### src/hw/rtl/tks_pkg.sv
// Shared constants for the top-K sorted insertion block.
// Used by tks_cell and top_k_sorted_insert; depends on nothing.
package tks_pkg;

  localparam int DEPTH_DEF      = 16;
  localparam int COUNT_BITS_DEF = 32;
  localparam int TOPIC_BITS_DEF = 16;

  localparam int KIND_W  = 2;
  localparam int INDEX_W = 4;

  localparam logic [KIND_W-1:0] KIND_INSERT = 2'd0;
  localparam logic [KIND_W-1:0] KIND_CLEAR  = 2'd1;
  localparam logic [KIND_W-1:0] KIND_READ   = 2'd2;

  // broadcast control from the top level to every cell
  typedef struct packed {
    logic ins;  // accepted insert this cycle
    logic clr;  // empty the list
  } cell_ctl_t;

endpackage

### src/hw/rtl/tks_cell.sv
// One list slot: holds a (count, topic) pair and a valid bit, compares against
// the broadcast pair and hands its contents to the right neighbor. Uses tks_pkg.
module tks_cell #(
  parameter int COUNT_BITS = tks_pkg::COUNT_BITS_DEF,
  parameter int TOPIC_BITS = tks_pkg::TOPIC_BITS_DEF
) (
  input  logic                  clk,
  input  logic                  rst_n,
  input  tks_pkg::cell_ctl_t    ctl,
  input  logic [COUNT_BITS-1:0] new_count,
  input  logic [TOPIC_BITS-1:0] new_topic,
  input  logic                  left_valid,  // tied high on the first cell
  input  logic                  left_stay,   // tied high on the first cell
  input  logic [COUNT_BITS-1:0] left_count,
  input  logic [TOPIC_BITS-1:0] left_topic,
  output logic                  valid,
  output logic                  stay,
  output logic [COUNT_BITS-1:0] count,
  output logic [TOPIC_BITS-1:0] topic
);

  logic                  valid_r, valid_nxt;
  logic [COUNT_BITS-1:0] count_r, count_nxt;
  logic [TOPIC_BITS-1:0] topic_r, topic_nxt;
  logic                  key_lt;

  // held key strictly below the new key
  assign key_lt = (count_r < new_count) || ((count_r == new_count) && (topic_r < new_topic));
  // equal keys stay ahead of the new pair
  assign stay = valid_r && !key_lt;

  always_comb begin
    valid_nxt = valid_r;
    count_nxt = count_r;
    topic_nxt = topic_r;
    if (ctl.clr) begin
      valid_nxt = 1'b0;
    end else if (ctl.ins && !stay) begin
      valid_nxt = valid_r | left_valid;
      if (left_stay) begin
        count_nxt = new_count;
        topic_nxt = new_topic;
      end else begin
        count_nxt = left_count;
        topic_nxt = left_topic;
      end
    end
  end

  always_ff @(posedge clk) begin
    if (!rst_n) begin
      valid_r <= 1'b0;
    end else begin
      valid_r <= valid_nxt;
    end
  end

  always_ff @(posedge clk) begin
    count_r <= count_nxt;
    topic_r <= topic_nxt;
  end

  assign valid = valid_r;
  assign count = count_r;
  assign topic = topic_r;

endmodule

### src/hw/rtl/top_k_sorted_insert.sv
// Top level of the top-K sorted insertion block: stream ports, cell row,
// held counter and result register. Depends on tks_pkg and tks_cell.
//
// Keeps the DEPTH largest (count, topic) pairs in descending key order,
// count major, topic minor; a new pair goes behind equal keys.
// Input words carry a kind in in_tuser (insert, clear, read) and the pair
// plus a read index in in_tdata. Every input word yields one output word:
// accepted flag, held count, the largest pair, and the pair read (zero on
// anything but a read within the held count).
// The result is registered and appears in the cycle after the input word is taken.
// One word is taken per cycle while the receiver does not stall. All cells compare
// against the incoming pair in parallel and each one either keeps its pair, takes
// the new pair or takes its left neighbor's, so the insert is done as the word is taken.
// When full, a pair enters only if its count beats the last held count,
// and the last pair falls off the end of the row.
// Reset (rst_n low, synchronous) empties the list and drops any pending
// result. When the receiver stalls, the result register holds its word and
// in_tready stays low until it is taken; a new word is taken in the same
// cycle the pending result leaves.
module top_k_sorted_insert #(
  parameter int DEPTH      = tks_pkg::DEPTH_DEF,
  parameter int COUNT_BITS = tks_pkg::COUNT_BITS_DEF,
  parameter int TOPIC_BITS = tks_pkg::TOPIC_BITS_DEF,
  localparam int HELD_W    = $clog2(DEPTH + 1),
  localparam int IN_FW     = COUNT_BITS + TOPIC_BITS + tks_pkg::INDEX_W,
  localparam int IN_DW     = ((IN_FW + 7) / 8) * 8,
  localparam int OUT_FW    = 1 + HELD_W + 2 * (COUNT_BITS + TOPIC_BITS),
  localparam int OUT_DW    = ((OUT_FW + 7) / 8) * 8
) (
  input  logic                       clk,
  input  logic                       rst_n,
  input  logic                       in_tvalid,
  output logic                       in_tready,
  // from bit 0: count, topic, index, zero pad
  input  logic [IN_DW-1:0]           in_tdata,
  // kind
  input  logic [tks_pkg::KIND_W-1:0] in_tuser,
  output logic                       out_tvalid,
  input  logic                       out_tready,
  // from bit 0: accepted, held, max_count, max_topic, read_count, read_topic, zero pad
  output logic [OUT_DW-1:0]          out_tdata
);

  localparam int IDX_LO = COUNT_BITS + TOPIC_BITS;

  logic [COUNT_BITS-1:0]       in_count;
  logic [TOPIC_BITS-1:0]       in_topic;
  logic [tks_pkg::INDEX_W-1:0] in_index;
  logic                        fire;
  logic                        full;
  logic                        ins_ok;
  tks_pkg::cell_ctl_t          ctl;

  logic [DEPTH-1:0]      valid_a;
  logic [DEPTH-1:0]      stay_a;
  logic [COUNT_BITS-1:0] count_a [DEPTH];
  logic [TOPIC_BITS-1:0] topic_a [DEPTH];

  logic [HELD_W-1:0]     held_r, held_nxt;
  logic                  out_valid_r, out_valid_nxt;
  logic                  acc_r;
  logic [COUNT_BITS-1:0] rd_count_r, rd_count_nxt;
  logic [TOPIC_BITS-1:0] rd_topic_r, rd_topic_nxt;

  assign in_count = in_tdata[COUNT_BITS-1:0];
  assign in_topic = in_tdata[COUNT_BITS +: TOPIC_BITS];
  assign in_index = in_tdata[IDX_LO +: tks_pkg::INDEX_W];

  // result register frees up as its word leaves
  assign in_tready = !out_valid_r || out_tready;
  assign fire      = in_tvalid && in_tready;

  assign full   = (held_r == HELD_W'(DEPTH));
  assign ins_ok = (in_tuser == tks_pkg::KIND_INSERT) &&
                  (!full || (in_count > count_a[DEPTH-1]));

  assign ctl.ins = fire && ins_ok;
  assign ctl.clr = fire && (in_tuser == tks_pkg::KIND_CLEAR);

  // row of cells, each fed by its left neighbor
  for (genvar i = 0; i < DEPTH; i++) begin : g_cell
    logic                  lv, ls;
    logic [COUNT_BITS-1:0] lc;
    logic [TOPIC_BITS-1:0] lt;
    if (i == 0) begin : g_head
      assign lv = 1'b1;
      assign ls = 1'b1;
      assign lc = '0;
      assign lt = '0;
    end else begin : g_body
      assign lv = valid_a[i-1];
      assign ls = stay_a[i-1];
      assign lc = count_a[i-1];
      assign lt = topic_a[i-1];
    end
    tks_cell #(
      .COUNT_BITS(COUNT_BITS),
      .TOPIC_BITS(TOPIC_BITS)
    ) u_cell (
      .clk        (clk),
      .rst_n      (rst_n),
      .ctl        (ctl),
      .new_count  (in_count),
      .new_topic  (in_topic),
      .left_valid (lv),
      .left_stay  (ls),
      .left_count (lc),
      .left_topic (lt),
      .valid      (valid_a[i]),
      .stay       (stay_a[i]),
      .count      (count_a[i]),
      .topic      (topic_a[i])
    );
  end

  always_comb begin
    held_nxt = held_r;
    if (ctl.clr) begin
      held_nxt = '0;
    end else if (ctl.ins && !full) begin
      held_nxt = held_r + 1'b1;
    end
  end

  // read select: an invalid cell reads as zero, which covers past-held reads
  always_comb begin
    rd_count_nxt = '0;
    rd_topic_nxt = '0;
    for (int i = 0; i < DEPTH; i++) begin
      if ((i < (1 << tks_pkg::INDEX_W)) && (in_index == tks_pkg::INDEX_W'(i)) &&
          valid_a[i] && (in_tuser == tks_pkg::KIND_READ)) begin
        rd_count_nxt = count_a[i];
        rd_topic_nxt = topic_a[i];
      end
    end
  end

  always_comb begin
    out_valid_nxt = out_valid_r;
    if (fire) begin
      out_valid_nxt = 1'b1;
    end else if (out_tready) begin
      out_valid_nxt = 1'b0;
    end
  end

  always_ff @(posedge clk) begin
    if (!rst_n) begin
      held_r      <= '0;
      out_valid_r <= 1'b0;
    end else begin
      held_r      <= held_nxt;
      out_valid_r <= out_valid_nxt;
    end
  end

  always_ff @(posedge clk) begin
    if (fire) begin
      acc_r      <= ins_ok;
      rd_count_r <= rd_count_nxt;
      rd_topic_r <= rd_topic_nxt;
    end
  end

  // held and max come live from the row: the state cannot move while a
  // result is pending, since no new word is taken until it leaves
  assign out_tvalid = out_valid_r;
  always_comb begin
    out_tdata = '0;
    out_tdata[0] = acc_r;
    out_tdata[1 +: HELD_W] = held_r;
    out_tdata[1 + HELD_W +: COUNT_BITS] = valid_a[0] ? count_a[0] : '0;
    out_tdata[1 + HELD_W + COUNT_BITS +: TOPIC_BITS] = valid_a[0] ? topic_a[0] : '0;
    out_tdata[1 + HELD_W + IDX_LO +: COUNT_BITS] = rd_count_r;
    out_tdata[1 + HELD_W + IDX_LO + COUNT_BITS +: TOPIC_BITS] = rd_topic_r;
  end

endmodule

### config.mk
export PLATFORM = sky130hd
export DESIGN_NAME = top_k_sorted_insert
export DESIGN_NICKNAME = d
export VERILOG_FILES = /design/src/hw/rtl/tks_pkg.sv /design/src/hw/rtl/tks_cell.sv /design/src/hw/rtl/top_k_sorted_insert.sv
export SDC_FILE = /design/constraint.sdc
export NUM_CORES = 2
export LEC_CHECK = 0
export ABC_AREA = 1
export BUFFER_PORTS_ARGS = -buffer_cell sky130_fd_sc_hd__buf_2
export CAP_MARGIN = 10
export CORE_ASPECT_RATIO = 1.25
export CORE_MARGIN = 1.5
export CORE_UTILIZATION = 40
export DETAILED_ROUTE_END_ITERATION = 8
export PLACE_DENSITY = 0.61
export REMOVE_ABC_BUFFERS = 1
export SYNTH_ARGS = -nofsm -noshare
export SYNTH_HDL_FRONTEND = slang
export SYNTH_HIERARCHICAL = 1
export SYNTH_SLANG_ARGS = --single-unit
### constraint.sdc
create_clock -name clk -period 15.69 [get_ports clk]
set_input_delay 3.138 -clock clk [delete_from_list [all_inputs] [get_ports clk]]
set_output_delay 3.138 -clock clk [all_outputs]
set_load 0.02 [all_outputs]
==> out/qor.csv <==
metric,value,unit
CP Launch Type,input port,
Routed WL per cell,16.4,um
initial DRC count,3147,
Switching Fraction,26.1,%
Worst-path clk slew,60,ps
RSZ-0062 raised after global routing,no,
sw power,0.00140,W
hold buffers post-CTS,0,
clk_lat worst skew,710,ps
critical path type,in -> reg,
Initial Utilization,40.2,%
via count,49700,
Hold Startpoint,g_cell[10].u_cell/valid,
TritonCTS Buffers,95,
gr usage total,20.9,%
Final Net Count,8924,
HP Class,reg -> reg,
Worst Max-Slew Pin Slew,1250,ps
Clock power frac,40.9,%
DR vias/cell,4.88,
Setup WS post-layout,8510,ps
CP max FO,32,
max_cap viols,0,
Fmax,0.139,GHz
CP most frequent cell,nand2_1,
Final Max Slew Viols,0,
sequential fraction of design power,47.9,%
global-route wire length before repair,260000,um
Reg2Reg Capture Point,g_cell[14].u_cell/count[20],
busiest grt layer,met2,
critical path capture point type,flop,
cells on worst reg2reg path,16,
slew margin rel.,16.2,%
Detailed Place HPWL,133000,um
largest net degree at the start of global routing,95,
core area,154000,sq um
met3 usage,1.93,%
ANT nets after route,0,
status,"finished, final reports clean",
CTS resizes,0,
PD cells,78.7,nW/um^2
Die Ht,443,um
# clock sinks,839,
root buf cell,clkbuf_16,
CP max stage delay,700,ps
Die W,355,um
met2 usage,36.0,%
Combinational Power Share,11.2,%
Sum Neg Setup Slack,0,ps
Mapped Area,61900,sq um
Syn Area/Cell,7.77,sq um
# rows,161,
Hold Path Cell Cnt,2,
CTS tree,done,
Layout Skew,24.3,ps
layout cells sized above 1,6.12,%
most frequent cells in the layout,"1641 x nand2_1, 1453 x inv_1, 1103 x nor2_1, 1077 x a21oi_1, 817 x edfxtp_1",
Worst EP arrival,7520,ps
first-pass iteration count of the detailed router,5,
Pleak,33.5,nW
post-layout util,44.2,%
dpl ws,7720,ps
endpoints failing setup,0,
antenna violations before repair,4,
worst hold slack,466,ps
GR Overflow Total,0,
DRC,0,
WP data required,16030,ps
CTS max path bufs,3,
GR met1 Demand/Resource,26.9,%
sink of the worst hold path,g_cell[11].u_cell/valid,
Post-Synthesis Cells,7964,
crit share post-route,45.8,%
r2r setup slk,10880,ps
Int Power,0.00395,W
port buffer count,161,
"Min Clock Period, post-route",7180,ps
vias in the first global route,47400,
warnings from Yosys,6,
Post-CTS Setup Bufs,0,
Synth-to-Final Area Change,9.84,%
"most common cell after layout, fill and taps aside",nand2_1,
H-tree depth,3,
Final Hold Vio Count,0,
reg2reg start,g_cell[15].u_cell/count[31],
WL final,167000,um
CP max stage cell,nor4_1,
# IOs,168,
CP Cell Sequence,"buf_2, ha_1, nand4_1, nor4_1, inv_1, nor4_1, nand2_1, nand2_1, nand2_1, nand2_1, nand2_1, nor2_2, buf_4, nand2_1, a21oi_4, buf_4",
Final Wtd Congestion,0.904,
worst ir drop on vdd,0.0744,mV
Die Footprint,157000,sq um
## critical path: cells and delay by family
kind	cells	cell delay, ps
AND/OR/NAND/NOR	10	2050
buffers and inverters	4	1230
AO/OA/AOI/OAI	1	620
adder cells (fa/ha/maj)	1	400
## state kept, by name, indices dropped and copies added, names as in the netlist
register             flops
g_cell.u_cell/count    512
g_cell.u_cell/topic    256
rd_count_r              32
g_cell.u_cell/valid     16
rd_topic_r              16
held_r                   5
acc_r                    1
out_tvalid               1
## metrics by stage
stage	area, sq um	instances	total power, W
2_1_floorplan	60900	7757	0.00300
3_3_place_gp	65000	10000	0.00318
3_5_place_dp	65000	10000	0.00320
4_1_cts	67900	10200	0.00541
5_1_grt	68000	10200	0.00559
6_report	68000	10200	0.00535
## power by group through the flow
stage | sequential [W] | clock (W) | combinational (W)
global placement | 0.00261 | 0 | 0.000574
detailed placement | 0.00261 | 0 | 0.000593
CTS | 0.00256 | 0.00225 | 0.000598
finish | 0.00256 | 0.00219 | 0.000597
global route | 0.00257 | 0.00233 | 0.000692
floorplan | 0.00261 | 0 | 0.000392
## worst max path at each step
stage	start	end	slack, ps	cells after the start
2_1_floorplan	in_tdata[31]	g_cell[15].u_cell/count[0]	7390	13
3_3_place_gp	in_tdata[31]	g_cell[14].u_cell/count[20]	7740	16
3_5_place_dp	in_tdata[31]	g_cell[14].u_cell/count[20]	7720	16
4_1_cts	in_tdata[31]	g_cell[14].u_cell/count[20]	8450	16
5_1_grt	in_tdata[31]	g_cell[14].u_cell/count[21]	8200	16
6_report	in_tdata[31]	g_cell[14].u_cell/count[20]	8510	16
## cell type report
cell class | instances | area [sq um]
Multi-Input combinational cell | 5458 | 30700
Fill cell | 15200 | 85700
Clock inverter | 39 | 293
Inverter | 1460 | 5480
Sequential cell | 839 | 25000
Tap cell | 2037 | 2550
Clock buffer | 135 | 2650
Timing Repair Buffer | 222 | 1260
Antenna cell | 4 | 10.0
## per-layer routing
layer,share of wire [%],up-vias
li1,-,26200
met1,45,22300
met2,48,1000
met3,4.1,216
met4,3.7,0
met5,0,-
No activity file was read; power rests on OpenSTA's default activity.
